File: config.mk
export PLATFORM = sky130hd
export DESIGN_NAME = i2c_master_transfer_sequencer
export DESIGN_NICKNAME = d
export VERILOG_FILES = /design/src/rtl/core/i2cts_pkg.sv /design/src/rtl/core/i2c_master_transfer_sequencer.sv /design/src/rtl/core/i2cts_op_table.sv /design/src/rtl/core/i2cts_seq.sv
export SDC_FILE = /design/constraint.sdc
export NUM_CORES = 1
export LEC_CHECK = 0
export ABC_AREA = 1
export BUFFER_PORTS_ARGS = -buffer_cell sky130_fd_sc_hd__buf_2
export CORE_MARGIN = 4
export CORE_UTILIZATION = 41
export CTS_BUF_LIST = sky130_fd_sc_hd__clkbuf_4 sky130_fd_sc_hd__clkbuf_8 sky130_fd_sc_hd__clkbuf_16
export CTS_CLUSTER_SIZE = 20
export DETAILED_ROUTE_END_ITERATION = 12
export PLACE_DENSITY = 0.63
export SYNTH_ARGS = -nofsm -noshare
export SYNTH_HDL_FRONTEND = slang
export SYNTH_SLANG_ARGS = --single-unit
File: constraint.sdc
create_clock -name clk -period 3.9 [get_ports clk]
set_input_delay 0.195 -clock clk [delete_from_list [all_inputs] [get_ports clk]]
set_output_delay 0.195 -clock clk [all_outputs]
set_load 0.01 [all_outputs]
File: src/rtl/core/i2cts_pkg.sv
// shared types and codes for the i2c master transfer sequencer
package i2cts_pkg;

    localparam int OP_SLOT_W = 3;
    localparam int SLOTS     = 2 ** OP_SLOT_W;

    localparam logic [1:0] KIND_BEGIN = 2'd0;
    localparam logic [1:0] KIND_LOAD  = 2'd1;
    localparam logic [1:0] KIND_TICK  = 2'd2;

    localparam logic [3:0] ST_START    = 4'd0;
    localparam logic [3:0] ST_RESTART  = 4'd1;
    localparam logic [3:0] ST_ADDRW_ACK = 4'd2;
    localparam logic [3:0] ST_ADDRR_ACK = 4'd4;
    localparam logic [3:0] ST_TX_ACK   = 4'd6;
    localparam logic [3:0] ST_RX_ACK   = 4'd8;
    localparam logic [3:0] ST_RX_NAK   = 4'd9;

    localparam logic [1:0] ACT_NONE  = 2'd0;
    localparam logic [1:0] ACT_WRITE = 2'd1;
    localparam logic [1:0] ACT_READ  = 2'd2;

    localparam logic [1:0] ACK_KEEP    = 2'd0;
    localparam logic [1:0] ACK_ENABLE  = 2'd1;
    localparam logic [1:0] ACK_DISABLE = 2'd2;

    localparam logic [1:0] OUT_BUSY  = 2'd0;
    localparam logic [1:0] OUT_OK    = 2'd1;
    localparam logic [1:0] OUT_ERROR = 2'd2;

    localparam logic [8:0] IDX_MAX = 9'h1ff;

    typedef enum logic [1:0] {
        STG_START    = 2'd0,
        STG_ADDR     = 2'd1,
        STG_ADDR_ACK = 2'd2,
        STG_DATA     = 2'd3
    } stage_t;

    typedef struct packed {
        logic [1:0] kind;
        logic [6:0] slave_address;
        logic [3:0] op_count;
        logic [2:0] op_slot;
        logic       op_is_read;
        logic [8:0] op_length;
        logic       status_valid;
        logic [3:0] status_code;
        logic [7:0] tx_data;
        logic [7:0] rx_data;
    } in_item_t;

    typedef struct packed {
        logic       issue_start;
        logic       repeated_start;
        logic [1:0] data_action;
        logic [7:0] data_byte;
        logic [2:0] op_index;
        logic [8:0] byte_index;
        logic [1:0] ack_control;
        logic       clear_flag;
        logic       issue_stop;
        logic [1:0] outcome;
    } result_t;

    typedef struct packed {
        logic       en;
        logic [2:0] slot;
        logic       is_read;
        logic [8:0] length;
    } tbl_wr_t;

    typedef struct packed {
        logic       is_read;
        logic [8:0] len;
    } desc_t;

endpackage

File: src/rtl/core/i2c_master_transfer_sequencer.sv
// top level: input register, sequencer step, descriptor store, result register
// an input word passes input register, sequencer step and result register to the output
// throughput: one word per cycle unless a result stalls at the output
// a word that causes no result still passes the step stage
// reset: asynchronous, active low; idle, no request, descriptor store left unwritten
// output register parts sides: an empty input register takes input while a result waits
module i2c_master_transfer_sequencer #(
    parameter int MAX_OPS = 8,
    parameter int MAX_LEN = 256
) (
    input  logic        clk,
    input  logic        rst_n,
    input  logic        s_tvalid,
    output logic        s_tready,
    // slave_address, op_count, op_slot, op_is_read, op_length, status_valid,
    // status_code, tx_data, rx_data
    input  logic [47:0] s_tdata,
    // kind
    input  logic [1:0]  s_tuser,
    output logic        m_tvalid,
    input  logic        m_tready,
    // issue_start, repeated_start, data_action, data_byte, op_index, byte_index,
    // ack_control, clear_flag, issue_stop, outcome
    output logic [31:0] m_tdata
);

    logic                in_vld_reg, in_vld_next;
    i2cts_pkg::in_item_t in_item_reg;
    logic                out_vld_reg, out_vld_next;
    i2cts_pkg::result_t  out_res_reg;

    i2cts_pkg::in_item_t in_item;
    logic                advance;
    logic                res_valid;
    i2cts_pkg::result_t  res;
    i2cts_pkg::desc_t    desc;
    i2cts_pkg::tbl_wr_t  tbl_wr;
    logic [3:0]          cur_op;

    assign in_item.kind          = s_tuser;
    assign in_item.slave_address = s_tdata[6:0];
    assign in_item.op_count      = s_tdata[10:7];
    assign in_item.op_slot       = s_tdata[13:11];
    assign in_item.op_is_read    = s_tdata[14];
    assign in_item.op_length     = s_tdata[23:15];
    assign in_item.status_valid  = s_tdata[24];
    assign in_item.status_code   = s_tdata[28:25];
    assign in_item.tx_data       = s_tdata[36:29];
    assign in_item.rx_data       = s_tdata[44:37];

    assign advance  = in_vld_reg && (!out_vld_reg || m_tready);
    assign s_tready = !in_vld_reg || advance;

    always_comb
    begin
        if (s_tvalid && s_tready)
        begin
            in_vld_next = 1'b1;
        end
        else if (advance)
        begin
            in_vld_next = 1'b0;
        end
        else
        begin
            in_vld_next = in_vld_reg;
        end
        if (advance)
        begin
            out_vld_next = res_valid;
        end
        else if (m_tready)
        begin
            out_vld_next = 1'b0;
        end
        else
        begin
            out_vld_next = out_vld_reg;
        end
    end

    always_ff @(posedge clk or negedge rst_n)
    begin
        if (!rst_n)
        begin
            in_vld_reg  <= 1'b0;
            out_vld_reg <= 1'b0;
        end
        else
        begin
            in_vld_reg  <= in_vld_next;
            out_vld_reg <= out_vld_next;
        end
    end

    always_ff @(posedge clk)
    begin
        if (s_tvalid && s_tready)
        begin
            in_item_reg <= in_item;
        end
        if (advance && res_valid)
        begin
            out_res_reg <= res;
        end
    end

    i2cts_op_table #(
        .MAX_OPS (MAX_OPS),
        .MAX_LEN (MAX_LEN)
    ) u_op_table (
        .clk   (clk),
        .wr    (tbl_wr),
        .rd_op (cur_op),
        .desc  (desc)
    );

    i2cts_seq #(
        .MAX_OPS (MAX_OPS)
    ) u_seq (
        .clk       (clk),
        .rst_n     (rst_n),
        .fire      (advance),
        .item      (in_item_reg),
        .desc      (desc),
        .cur_op    (cur_op),
        .tbl_wr    (tbl_wr),
        .res_valid (res_valid),
        .res       (res)
    );

    assign m_tvalid = out_vld_reg;
    assign m_tdata  = {2'b00,
                       out_res_reg.outcome,
                       out_res_reg.issue_stop,
                       out_res_reg.clear_flag,
                       out_res_reg.ack_control,
                       out_res_reg.byte_index,
                       out_res_reg.op_index,
                       out_res_reg.data_byte,
                       out_res_reg.data_action,
                       out_res_reg.repeated_start,
                       out_res_reg.issue_start};

endmodule

File: src/rtl/core/i2cts_op_table.sv
// operation descriptor store with clamped length on read
module i2cts_op_table #(
    parameter int MAX_OPS = 8,
    parameter int MAX_LEN = 256
) (
    input  logic              clk,
    input  i2cts_pkg::tbl_wr_t wr,
    input  logic [3:0]        rd_op,
    output i2cts_pkg::desc_t  desc
);

    // slots beyond the slot field can never be loaded
    localparam int TBL_DEPTH = (MAX_OPS < i2cts_pkg::SLOTS) ? MAX_OPS : i2cts_pkg::SLOTS;
    localparam int TIW       = (TBL_DEPTH > 1) ? $clog2(TBL_DEPTH) : 1;

    logic [9:0]     entries_reg [TBL_DEPTH];
    logic [TIW-1:0] rd_idx;
    logic [9:0]     entry;
    logic [8:0]     len_raw;

    always_ff @(posedge clk)
    begin
        if (wr.en && (32'(wr.slot) < TBL_DEPTH))
        begin
            entries_reg[wr.slot[TIW-1:0]] <= {wr.is_read, wr.length};
        end
    end

    always_comb
    begin
        if (32'(rd_op) < TBL_DEPTH)
        begin
            rd_idx = rd_op[TIW-1:0];
        end
        else
        begin
            rd_idx = '0;
        end
        entry   = entries_reg[rd_idx];
        len_raw = entry[8:0];
        desc.is_read = entry[9];
        if (len_raw == 9'd0)
        begin
            desc.len = 9'd1;
        end
        else if (32'(len_raw) > MAX_LEN)
        begin
            desc.len = 9'(MAX_LEN);
        end
        else
        begin
            desc.len = len_raw;
        end
    end

endmodule

File: src/rtl/core/i2cts_seq.sv
// request state and per-word step decode
module i2cts_seq #(
    parameter int MAX_OPS = 8
) (
    input  logic                clk,
    input  logic                rst_n,
    input  logic                fire,
    input  i2cts_pkg::in_item_t item,
    input  i2cts_pkg::desc_t    desc,
    output logic [3:0]          cur_op,
    output i2cts_pkg::tbl_wr_t  tbl_wr,
    output logic                res_valid,
    output i2cts_pkg::result_t  res
);

    logic              busy_reg, busy_next;
    i2cts_pkg::stage_t stage_reg, stage_next;
    logic [3:0]        op_reg, op_next;
    logic [8:0]        done_reg, done_next;
    logic [6:0]        addr_reg, addr_next;
    logic [3:0]        total_reg, total_next;

    logic       is_tick;
    logic       last_op;
    logic [8:0] done_inc;
    logic [8:0] done_inc2;
    logic [3:0] op_inc;
    logic [3:0] cnt_clamped;
    logic [3:0] exp_addr_ack;

    assign cur_op    = op_reg;
    assign is_tick   = fire && (item.kind == i2cts_pkg::KIND_TICK) && busy_reg;
    assign op_inc    = op_reg + 4'd1;
    assign last_op   = ({1'b0, op_reg} + 5'd1) >= {1'b0, total_reg};
    assign done_inc  = (done_reg == i2cts_pkg::IDX_MAX) ? done_reg : done_reg + 9'd1;
    assign done_inc2 = (done_inc == i2cts_pkg::IDX_MAX) ? done_inc : done_inc + 9'd1;
    assign exp_addr_ack = desc.is_read ? i2cts_pkg::ST_ADDRR_ACK : i2cts_pkg::ST_ADDRW_ACK;

    always_comb
    begin
        if (item.op_count == 4'd0)
        begin
            cnt_clamped = 4'd1;
        end
        else if (32'(item.op_count) > MAX_OPS)
        begin
            cnt_clamped = 4'(MAX_OPS);
        end
        else
        begin
            cnt_clamped = item.op_count;
        end
    end

    assign tbl_wr.en      = fire && (item.kind == i2cts_pkg::KIND_LOAD);
    assign tbl_wr.slot    = item.op_slot;
    assign tbl_wr.is_read = item.op_is_read;
    assign tbl_wr.length  = item.op_length;

    always_ff @(posedge clk or negedge rst_n)
    begin
        if (!rst_n)
        begin
            busy_reg  <= 1'b0;
            stage_reg <= i2cts_pkg::STG_START;
            op_reg    <= 4'd0;
            done_reg  <= 9'd0;
            addr_reg  <= 7'd0;
            total_reg <= 4'd1;
        end
        else
        begin
            busy_reg  <= busy_next;
            stage_reg <= stage_next;
            op_reg    <= op_next;
            done_reg  <= done_next;
            addr_reg  <= addr_next;
            total_reg <= total_next;
        end
    end

    // next state
    always_comb
    begin
        busy_next  = busy_reg;
        stage_next = stage_reg;
        op_next    = op_reg;
        done_next  = done_reg;
        addr_next  = addr_reg;
        total_next = total_reg;
        if (fire && (item.kind == i2cts_pkg::KIND_BEGIN) && !busy_reg)
        begin
            busy_next  = 1'b1;
            stage_next = i2cts_pkg::STG_START;
            op_next    = 4'd0;
            done_next  = 9'd0;
            addr_next  = item.slave_address;
            total_next = cnt_clamped;
        end
        else if (is_tick)
        begin
            unique case (stage_reg)
                i2cts_pkg::STG_START:
                begin
                    stage_next = i2cts_pkg::STG_ADDR;
                end
                i2cts_pkg::STG_ADDR:
                begin
                    if (item.status_valid)
                    begin
                        if ((item.status_code == i2cts_pkg::ST_START) ||
                            (item.status_code == i2cts_pkg::ST_RESTART))
                        begin
                            stage_next = i2cts_pkg::STG_ADDR_ACK;
                        end
                        else
                        begin
                            busy_next = 1'b0;
                        end
                    end
                end
                i2cts_pkg::STG_ADDR_ACK:
                begin
                    if (item.status_valid)
                    begin
                        if (item.status_code == exp_addr_ack)
                        begin
                            stage_next = i2cts_pkg::STG_DATA;
                        end
                        else
                        begin
                            busy_next = 1'b0;
                        end
                    end
                end
                i2cts_pkg::STG_DATA:
                begin
                    if (item.status_valid)
                    begin
                        if (desc.is_read)
                        begin
                            if (item.status_code == i2cts_pkg::ST_RX_ACK)
                            begin
                                done_next = done_inc;
                            end
                            else if (item.status_code == i2cts_pkg::ST_RX_NAK)
                            begin
                                if (last_op)
                                begin
                                    busy_next = 1'b0;
                                end
                                else
                                begin
                                    done_next  = 9'd0;
                                    op_next    = op_inc;
                                    stage_next = i2cts_pkg::STG_START;
                                end
                            end
                            else
                            begin
                                busy_next = 1'b0;
                            end
                        end
                        else if (item.status_code != i2cts_pkg::ST_TX_ACK)
                        begin
                            busy_next = 1'b0;
                        end
                        else if ((done_inc == desc.len) && !last_op)
                        begin
                            done_next  = 9'd0;
                            op_next    = op_inc;
                            stage_next = i2cts_pkg::STG_START;
                        end
                        else
                        begin
                            if (done_inc == desc.len)
                            begin
                                busy_next = 1'b0;
                            end
                            done_next = done_inc;
                        end
                    end
                end
                default:
                begin
                    stage_next = stage_reg;
                end
            endcase
        end
    end

    // result word
    always_comb
    begin
        res_valid = 1'b0;
        res       = '0;
        res.op_index   = op_reg[2:0];
        res.byte_index = done_reg;
        if (is_tick)
        begin
            unique case (stage_reg)
                i2cts_pkg::STG_START:
                begin
                    res_valid          = 1'b1;
                    res.issue_start    = 1'b1;
                    res.repeated_start = (op_reg != 4'd0);
                end
                i2cts_pkg::STG_ADDR:
                begin
                    res_valid = item.status_valid;
                    if ((item.status_code == i2cts_pkg::ST_START) ||
                        (item.status_code == i2cts_pkg::ST_RESTART))
                    begin
                        res.data_action = i2cts_pkg::ACT_WRITE;
                        res.data_byte   = {addr_reg, desc.is_read};
                        res.clear_flag  = 1'b1;
                    end
                    else
                    begin
                        res.outcome = i2cts_pkg::OUT_ERROR;
                    end
                end
                i2cts_pkg::STG_ADDR_ACK:
                begin
                    res_valid = item.status_valid;
                    if (item.status_code != exp_addr_ack)
                    begin
                        res.outcome = i2cts_pkg::OUT_ERROR;
                    end
                    else if (desc.is_read)
                    begin
                        res.ack_control = (desc.len > 9'd1) ? i2cts_pkg::ACK_ENABLE
                                                            : i2cts_pkg::ACK_KEEP;
                        res.clear_flag  = 1'b1;
                    end
                    else
                    begin
                        // first write byte goes out with the address ack
                        res.data_action = i2cts_pkg::ACT_WRITE;
                        res.data_byte   = item.tx_data;
                        res.byte_index  = done_inc;
                        res.clear_flag  = 1'b1;
                    end
                end
                i2cts_pkg::STG_DATA:
                begin
                    res_valid = item.status_valid;
                    if (desc.is_read)
                    begin
                        if (item.status_code == i2cts_pkg::ST_RX_ACK)
                        begin
                            res.data_action = i2cts_pkg::ACT_READ;
                            res.data_byte   = item.rx_data;
                            res.ack_control = (done_reg == desc.len - 9'd1)
                                              ? i2cts_pkg::ACK_DISABLE : i2cts_pkg::ACK_KEEP;
                            res.clear_flag  = 1'b1;
                        end
                        else if (item.status_code == i2cts_pkg::ST_RX_NAK)
                        begin
                            res.data_action = i2cts_pkg::ACT_READ;
                            res.data_byte   = item.rx_data;
                            if (last_op)
                            begin
                                res.issue_stop = 1'b1;
                                res.outcome    = i2cts_pkg::OUT_OK;
                            end
                        end
                        else
                        begin
                            res.outcome = i2cts_pkg::OUT_ERROR;
                        end
                    end
                    else if (item.status_code != i2cts_pkg::ST_TX_ACK)
                    begin
                        res.outcome = i2cts_pkg::OUT_ERROR;
                    end
                    else if (done_inc == desc.len)
                    begin
                        if (last_op)
                        begin
                            res.byte_index = done_inc;
                            res.issue_stop = 1'b1;
                            res.outcome    = i2cts_pkg::OUT_OK;
                        end
                        else
                        begin
                            res.op_index   = op_inc[2:0];
                            res.byte_index = 9'd0;
                        end
                    end
                    else
                    begin
                        res.data_action = i2cts_pkg::ACT_WRITE;
                        res.data_byte   = item.tx_data;
                        res.byte_index  = done_inc2;
                        res.clear_flag  = 1'b1;
                    end
                end
                default:
                begin
                    res_valid = 1'b0;
                end
            endcase
        end
    end

`ifndef SYNTH
    a_op_in_range: assert property (@(posedge clk) disable iff (!rst_n)
        busy_reg |-> ({1'b0, op_reg} < {1'b0, total_reg}))
        else $error("operation index beyond request count");

    a_end_goes_idle: assert property (@(posedge clk) disable iff (!rst_n)
        (res_valid && (res.outcome != i2cts_pkg::OUT_BUSY)) |=> !busy_reg)
        else $error("request ended but sequencer still busy");

    a_start_then_addr: assert property (@(posedge clk) disable iff (!rst_n)
        (res_valid && res.issue_start) |=> (stage_reg == i2cts_pkg::STG_ADDR))
        else $error("start word not followed by address stage");

    a_idle_silent: assert property (@(posedge clk) disable iff (!rst_n)
        !busy_reg |-> !res_valid)
        else $error("result word while idle");
`endif

endmodule
### Word-level counts from Yosys, hierarchy flattened

Memories as Yosys holds them, arrays and structs flattened.
Cells that the tools add are included.

* add/sub/neg operators: 5
* equal/unequal tests: 36
* $lt $le $gt $ge: 5
* reduce and logical (&&, ||, !) cells: 36
* mux-type cells: 105

Operator list (number)
* $mux W9: 20
* $mux W4: 13
* $mux W2: 22
* $mux W10: 4
* $pmux W10 S3: 1
* $mux W3: 9
* $mux W1: 26
* $mux W12: 2
* $mux W22: 1
* $pmux W11 S2: 1
* $reduce_and A11 Y1: 2
* $ne A3 B2 Y1 const B: 7
* $add A9 B1 Y9 const B: 2
* $eq A9 B9 Y1: 2
* $eq A9 B9 Y1 const B: 2
* $mux W18: 1
* $ne A4 B3 Y1 const B: 3
* $reduce_bool A2 Y1: 5
* $gt A9 B1 Y1 const B: 1
* $gt A9 B9 Y1 const B: 1
* $logic_and A1 B1 Y1: 9
* $logic_not A9 Y1: 1
* $ne A3 B1 Y1 const B: 3
* $sub A9 B1 Y9 const B: 1
* 32 further kinds: 48

* memories: 1
* word-level logic and storage cells: 216
* register bits after elaboration: 106
* bits in writable memories: 80
* output and inout bits: 34

Memories
* u_op_table.entries_reg: words 8, width 10, rd ports 1, clocked after Yosys merged registers in 0, wr ports 1, RTL line i2cts_op_table.sv:16 `logic [9:0] entries_reg [TBL_DEPTH];`

### Longest topological paths before layout

Gate-level depths: netlist (run 1).
An unclocked memory read counts as a cell.

* depth in word-level cells: 15
* depth in mapped cells: 24

### Cells and area by module

From an unflattened synthesis (run 1), not the netlist that was laid out.

* cells, all modules: 1019
* area, all modules: 9771.9 um^2

By module, submodules not included
* i2cts_seq: area an instance 3788.6 um^2, instances 1, cells each 589, seq. area each 676.9 um^2
* i2cts_op_table: area an instance 3545.9 um^2, instances 1, cells each 335, seq. area each 2402.3 um^2
* i2c_master_transfer_sequencer: area an instance 2437.3 um^2, instances 1, cells each 95, seq. area each 2362.3 um^2

### Least setup slack after synthesis (run 1)

OpenSTA, ideal clock, no wires.

* kind: reg2reg
* start point: register u_seq.done_reg[1]
* end point: register out_res_reg, in the netlist m_tdata[16], data pin
* arrival time: 2.797 ns
* setup slack: 0.834 ns
* stages on the path, launching flop included: 17
* clock period less this slack: 3.066 ns
* path buffers: 0
* data required time: 3.632 ns
* cells stage by stage: dfrtp_1 ha_1 inv_1 nor3_1 nand3_2 xor2_1 inv_1 ha_1 nand3_1 nor2_1 nand2_1 nor3_1 nand2_2 nand2_1 o21ai_0 o211ai_1 o211ai_1

RTL lines
* start: declaration: RTL line i2cts_seq.sv:19 `logic [8:0] done_reg, done_next;`
* start signal: assignment: RTL line i2cts_seq.sv:76 `done_reg <= done_next;`
* end signal: assignment: RTL line i2c_master_transfer_sequencer.sv:104 `out_res_reg <= res;`
* end: declaration: RTL line i2c_master_transfer_sequencer.sv:30 `i2cts_pkg::result_t out_res_reg;`

### Final worst setup path (run 1)

* start point: register u_seq.op_reg[3], in the netlist u_seq.cur_op[3]
* end point: register out_res_reg, in the netlist m_tdata[25], data pin

* longest elaborated chain between the ends: 12
* elaborated cells between the ends (all ways): 16
* classes of those cells: add/sub: 1; order compare: 2; eq/ne: 2; mux: 9; reduce/logical: 1; memory: 1

Ends and longest elaborated chain
* start: declaration: RTL line i2cts_seq.sv:18 `logic [3:0] op_reg, op_next;`
* start signal: assignment: RTL line i2cts_seq.sv:75 `op_reg <= op_next;`
* $lt A4 B4 Y1 (*): RTL line i2cts_op_table.sv:31 `if (32'(rd_op) < TBL_DEPTH)`
* $mux W3 (*): RTL line i2cts_op_table.sv:31
* $mem_v2 Z8 W10 (*)
* $gt A9 B9 Y1: RTL line i2cts_op_table.sv:46 `else if (32'(len_raw) > MAX_LEN)`
* $mux W9: RTL line i2cts_op_table.sv:46
* $mux W9: RTL line i2cts_op_table.sv:42 `if (len_raw == 9'd0)`
* $sub A9 B1 Y9: RTL line i2cts_seq.sv:254 `res.ack_control = (done_reg == desc.len - 9'd1)`
* $eq A9 B9 Y1: RTL line i2cts_seq.sv:254
* $mux W2: RTL line i2cts_seq.sv:255 `? i2cts_pkg::ACK_DISABLE : i2cts_pkg::ACK_KEEP;`
* $mux W3: RTL line i2cts_seq.sv:250 `if (item.status_code == i2cts_pkg::ST_RX_ACK)`
* $mux W2: RTL line i2cts_seq.sv:248 `if (desc.is_read)`
* $pmux W11 S2 (*): RTL line i2cts_seq.sv:201 `unique case (stage_reg)`

Mark *: on every way between the ends. The rest lies on a longest branch, timed or not.
A chain may end at the register's enable or synchronous reset.

==> impl_metrics.py, run 1 <==
metrics = {
    "outcome": {
        "status": "completed",
    },
    "critical_path": {
        "crit_buf_inv": 3,
        "critical_path.max_fanout": 13,
        "crit_end": "m_tdata[25]",
        "worst_setup_path_end_kind": "register",
        "rr_worst_depth": 23,
        "worst-path-stages": 23,
        "crit_start": "u_seq.cur_op[3]",
        "critPathTopFamily": "simple AND/OR/NAND/NOR gates",
        "critPathLaunchType": "register",
        "max_stage_delay_ns": 0.46,
        "worstPathArrival_ns": 3.80,
        "cp_common_cell": "nand2_1",
        "crit_required_ns": 4.18,
        "crit_type": "reg2reg",
        "rrSetupSlack_ns": 0.37,
        "rr_endpoint": "m_tdata[25]",
        "reg2reg_from": "u_seq.cur_op[3]",
        "slowest_stage": "dfrtp_2",
        "crit_chain": "inv_4, nand2_1, buf_4, nor2_1, nand2_1, nand2_1, nand2_1, nand2_1, nand2_1, nor2_1, nand2_1, nand2_4, nand2_1, ha_1, nand2_1, inv_1, nor4_2, nand3_1, a21oi_1, nand3_1, nor2_1, nand2_1, nor3_1",
    },
    "sta": {
        "slew_violations": 0,
        "tns_ns": 0,
        "period_needed_ns": 3.53,
        "slew_headroom": 0.209,
        "hold_viol": 0,
        "setup_violations": 0,
        "worst_pin_slew_ns": 1.18,
        "fmax_ghz": 0.284,
        "min_period_over_period": 0.904,
        "fin_skew_ns": 0.00963,
        "rsz0062_at_grt": "no",
        "fin_ws_ns": 0.375,
    },
    "pwr": {
        "powerDensity_nw_per_um2": 587,
        "leakagePower_nw": 4.88,
        "vdd_drop_max_mv": 0.414,
    },
    "floorplanning": {
        "ioPinCount": 88,
        "initial_core_util": 0.420,
        "dieArea_um2": 25000,
        "die_x_um": 158,
        "core.rowCount": 54,
        "coreArea_um2": 22000,
        "die_h_um": 158,
    },
    "synth": {
        "ys_warn_count": 0,
        "yosys-top-cells-count": "nand2_1 (294), edfxtp_1 (157), inv_1 (125), nand3_1 (98), nor2_1 (81)",
        "postSynthRegisterBits": 186,
        "synthCells": 1000,
        "yosysMostFrequentCell": "nand2_1",
        "synthTopCellsByArea": "edfxtp_1 (51%), nand2_1 (12%), dfrtp_1 (7.6%), nand3_1 (5.3%), inv_1 (5.1%)",
        "yosysTopAreaCell": "edfxtp_1",
        "synth_flop_cell": "edfxtp_1",
        "yosysSeqAreaShare": 0.589,
        "synth_top_cell_area_share": 0.511,
        "netlist_area_um2": 9230,
        "ys_types": 41,
        "postSynthAreaPerCell_um2": 9.23,
        "synth_edf_count": 157,
        "ys_async_sr_fraction": 0.156,
    },
    "layout": {
        "fin_nets": 1220,
        "instances_no_fill": 1445,
        "antenna_cells": 0,
        "fill_cells": 1977,
        "fin_util": 0.511,
        "final_area_um2": 11200,
        "multi_input_area_um2": 3170,
        "syn_to_final_growth_pct": 21.4,
        "drive_gt1_frac": 0.152,
        "seqCellArea_um2": 5440,
        "largest_register_ffs": 80,
    },
    "place": {
        "post-place-ws_ns": 0.243,
        "numPortBuffers": 82,
        "place_hpwl_um": 15100,
        "dpl.cell_count": 1365,
        "placed_area_um2": 10100,
        "routabilityCongestion": 0.940,
    },
    "detailed_routing": {
        "vias": 7183,
        "ant_nets": 0,
        "route.detailed.drc": 0,
        "drtPass1Iterations": 5,
        "wl_um": 22000,
        "routedWlPerCell_um": 15.2,
        "viasPerCell": 4.97,
        "drt_iter0_markers": 637,
    },
    "global_routing": {
        "overflow": 0,
        "track_usage": 0.182,
        "grt_max_degree": 48,
        "grt_pass1_vias": 6921,
        "grt_first_pass_wirelength_um": 35300,
        "antenna_found_initial": 0,
    },
    "clock_network": {
        "clk_latency_ns": 0.44,
        "cts.clk_slew.worst_paths_ns": 0.08,
        "htreeDepth": 4,
        "cts_sinks": 186,
        "cts_setup_buffers": 0,
        "cts_tree": "yes",
        "cts_made_buffers": 17,
        "clock_path_buffers": 2,
        "cts-root-buf": "clkbuf_16",
    },
    "job": {
        "maxCapViolations": 0,
    },
    "min_path": {
        "hold_path_class": "in2reg",
    },
}
==> cells in the final DEF (no fill, tap or decap), types with 5 or more instances in the layout <==
master	synthesis	layout
dfrtp_1	28	27
nand2_1	294	294
o211ai_1	8	8
nand2_2	6	6
o21ai_1	10	11
nand3_1	98	98
buf_4	5	27
clkinv_8	0	5
buf_2	11	82
clkbuf_16	0	17
dlygate4sd3_1	0	48
a22oi_1	7	7
inv_2	6	7
inv_1	125	123
o21ai_0	31	30
ha_1	14	14
edfxtp_1	157	157
xor2_1	23	23
nor3_1	15	14
a21oi_1	26	26
nor2_1	81	81
==> worst min path at each step <==
stage / from / end / slack, ns / cells after the start
floorplan: rst_n / in_vld_reg / -0.10 / 0
global placement: rst_n / u_seq.done_reg[0] / 0.29 / 1
detailed placement: rst_n / u_seq.done_reg[0] / 0.29 / 1
CTS: m_tready / m_tvalid / 0.02 / 4
global route: s_tvalid / in_vld_reg / 0.04 / 3
finish: s_tvalid / in_vld_reg / 0.03 / 3
==> timing repair <==
action,CTS,global route
hold buffers,48,0
resized for setup,0,8
endpoints found under the setup margin,0,3
endpoints found under the hold margin,75,0
==> report_power, final <==
| group | internal (mW) | leakage [nW] | switching (mW) |
|---|---|---|---|
| Sequential | 2.33 | 1.84 | 0.112 |
| Combinational | 0.800 | 2.74 | 1.54 |
| Clock | 0.935 | 0.301 | 0.867 |
| Total | 4.06 | 4.88 | 2.52 |
==> area by class of cell <==
type | count | share of cell area
sequential | 186 | 0.485
multi-input combinational | 654 | 0.282
timing repair buffer | 159 | 0.0996
inverter | 134 | 0.0451
clock buffer | 17 | 0.0379
tap | 280 | 0.0312
clock inverter | 15 | 0.0182
==> kinds of logic (layout without fill, tap and decap cells) <==
kind of cell / count (synthesis) / after routing / synth area share
AO/OA/AOI/OAI: 96 / 96 / 0.0614
XOR/XNOR: 27 / 27 / 0.0256
adder cells (fa/ha/maj): 14 / 14 / 0.0190
buffers and inverters: 161 / 325 / 0.0698
flip-flops: 186 / 186 / 0.589
other: 1 / 2 / 0.000406
AND/OR/NAND/NOR: 515 / 515 / 0.234
==> through the flow <==
step | power [mW] | hold WS [ns]
global placement | 4.72 | 0.288
global route | 7.02 | 0.0450
CTS | 6.60 | 0.0187
detailed placement | 4.76 | 0.287
floorplan | 4.11 | -0.101
finish | 6.58 | 0.0320
==> tightest hold or removal path: stages <==
cell     delay, ns
buf_2         0.07
nand2_1       0.08
nand2_1       0.08
==> routing by layer <==
layer / vias to the layer above / global-route usage / wire length (µm)
met2: 220 / 0.294 / 10600
met4: 0 / 0.0690 / 482
met1: 3321 / 0.246 / 9680
met3: 33 / 0.0342 / 1240
li1: 3609 / - / -
met5: - / 0 / 0
Note: power is estimated with default switching activity, not from simulation.
==> run 2: changes to the inputs <==
CELL_PAD_IN_SITES_DETAIL_PLACEMENT = 1   (was unset)
CELL_PAD_IN_SITES_GLOBAL_PLACEMENT = 2   (was unset)
CORE_UTILIZATION = 40   (was 41)
PLACE_DENSITY = 0.89   (was 0.63)
clock period = 4.5 ns   (was 3.9 ns; I/O delays follow)
==> run 2 against run 1 <==
  * Combinational power shrank 12%
  * Global-route usage up 2.8 points
  * Core utilization decreased by 2.0 points
  * Sequential power fell by 13%
  * Power down 13%
  * Clock-buffer cell count is the same
  * Setup slack gained 0.050 ns
  * Critical endpoint unchanged
==> impl_metrics.py, run 2 (synthesis results as in run 1) <==
metrics = {
    "outcome": {
        "status": "completed",
    },
    "place": {
        "dpl.cell_count": 1361,
        "place_hpwl_um": 17800,
        "routabilityCongestion": 0.817,
        "numPortBuffers": 82,
    },
    "layout": {
        "antenna_cells": 0,
        "instances_no_fill": 1440,
        "syn_to_final_growth_pct": 20.3,
        "mostFrequentLayoutCells": "nand2_1 (294), edfxtp_1 (157), inv_1 (124), nand3_1 (98), buf_2 (82)",
        "drive_gt1_frac": 0.141,
        "fin_nets": 1211,
        "fill_cells": 2598,
        "largest_register_ffs": 80,
        "layout_commonest_cell": "nand2_1",
        "fin_util": 0.490,
    },
    "critical_path": {
        "rr_endpoint": "m_tdata[25]",
        "rr_worst_depth": 20,
        "crit_buf_inv": 3,
        "crit_type": "reg2reg",
        "reg2reg_from": "u_seq.cur_op[3]",
        "rrSetupSlack_ns": 0.42,
        "crit_required_ns": 4.77,
        "critPathLaunchType": "register",
        "crit_chain": "inv_2, nand2_1, buf_4, or2_2, o211ai_1, nand2_1, o21ai_2, nand3_1, nand2_1, nand2_1, ha_1, nand2_1, inv_1, nor4_1, nand3_1, a21oi_1, nand3_1, nor2_1, nand2_1, nor3_1",
        "critPathTopFamily": "simple AND/OR/NAND/NOR gates",
        "worst_setup_path_end_kind": "register",
        "slowest_stage": "dfrtp_1",
        "cp_common_cell": "nand2_1",
        "critical_path.max_fanout": 26,
        "max_stage_delay_ns": 0.46,
        "worstPathArrival_ns": 4.34,
    },
    "detailed_routing": {
        "ant_nets": 0,
        "vias": 7428,
        "wl_um": 26400,
        "route.detailed.drc": 0,
        "drt_iter0_markers": 403,
        "drtPass1Iterations": 5,
        "viasPerCell": 5.16,
        "routedWlPerCell_um": 18.3,
    },
    "sta": {
        "fin_skew_ns": 0.0129,
        "setup_violations": 0,
        "worst_pin_slew_ns": 1.16,
        "fin_hold_ws_ns": 0.0818,
        "tns_ns": 0,
        "period_needed_ns": 4.08,
        "hold_viol": 0,
        "slew_violations": 0,
        "fmax_ghz": 0.245,
        "min_period_over_period": 0.906,
        "slew_headroom": 0.227,
        "rsz0062_at_grt": "no",
    },
    "clock_network": {
        "cts.repair.resized": 0,
        "cts-root-buf": "clkbuf_16",
        "cts_tree": "yes",
        "htreeDepth": 4,
        "cts.clk_slew.worst_paths_ns": 0.08,
        "clk_latency_ns": 0.43,
        "cts_setup_buffers": 0,
        "cts_hold_buffers": 48,
        "cts_sinks": 186,
        "cts_made_buffers": 17,
        "clock_path_buffers": 2,
    },
    "min_path": {
        "whs_path_depth": 3,
        "min_to": "in_vld_reg",
        "min_from": "s_tvalid",
        "hold_path_class": "in2reg",
    },
    "floorplanning": {
        "die_x_um": 160,
        "core.rowCount": 55,
        "coreArea_um2": 22600,
        "initial_core_util": 0.408,
        "die_h_um": 160,
        "dieArea_um2": 25600,
        "ioPinCount": 88,
    },
    "job": {
        "maxCapViolations": 0,
    },
    "global_routing": {
        "grt_first_pass_wirelength_um": 42500,
        "grt_pass1_vias": 7867,
        "antenna_found_initial": 0,
        "track_usage": 0.210,
        "grt_max_degree": 48,
        "overflow": 0,
    },
    "pwr": {
        "finalPower_mw": 5.73,
        "vdd_drop_max_mv": 0.336,
        "leakagePower_nw": 4.82,
        "powerDensity_nw_per_um2": 516,
    },
}
run 2: per-layer routing:
layer  track usage  part of all wire  vias up
met5             0                 0        -
met3        0.0354             0.035       24
li1              -                 -     3587
met1         0.269              0.44     3680
met4        0.0426             0.010        0
met2         0.377              0.52      137
run 2: final cells by class:
cell class / count / area, µm² / area share
flip-flops and latches: 186 / 5440 / 0.490
multi-input cells: 654 / 3160 / 0.284
repair buffers: 150 / 1040 / 0.0938
inverters: 134 / 503 / 0.0453
clock buffers: 17 / 425 / 0.0383
well taps: 285 / 357 / 0.0321
clock inverters: 14 / 179 / 0.0161
run 2: how the worst max path moves through the flow:
stage / startpoint / end / slack (ns) / cells past startpoint
6_report: u_seq.cur_op[3] / m_tdata[25] / 0.42 / 20
5_1_grt: u_seq.cur_op[3] / m_tdata[25] / 0.06 / 20
4_1_cts: u_seq.cur_op[3] / m_tdata[25] / 0.41 / 20
3_5_place_dp: u_seq.cur_op[3] / m_tdata[25] / 0.51 / 20
3_3_place_gp: u_seq.cur_op[3] / m_tdata[25] / 0.60 / 20
2_1_floorplan: u_seq.done_reg[1] / m_tdata[16] / 1.43 / 16
run 2: through the flow:
step	worst slack, ns	instance area, µm²
final	0.425	11100
after floorplan	1.43	9240
after global placement	0.600	10000
after CTS	0.408	11100
after detailed placement	0.508	10000
after global routing	0.0578	11100
run 2: worst register-to-register path: cells and delay by family (launching register included):
family,cells,cell delay [ns]
AND/OR/NAND/NOR,13,1.99
buffers and inverters,3,0.55
AO/OA/AOI/OAI,3,0.55
flip-flops,1,0.46
adder cells (fa/ha/maj),1,0.36
run 2: where the power goes:
part           internal [mW]  switching [mW]
Combinational          0.659            1.41
Clock                  0.799           0.746
Sequential              2.02           0.104
Total                   3.47            2.26
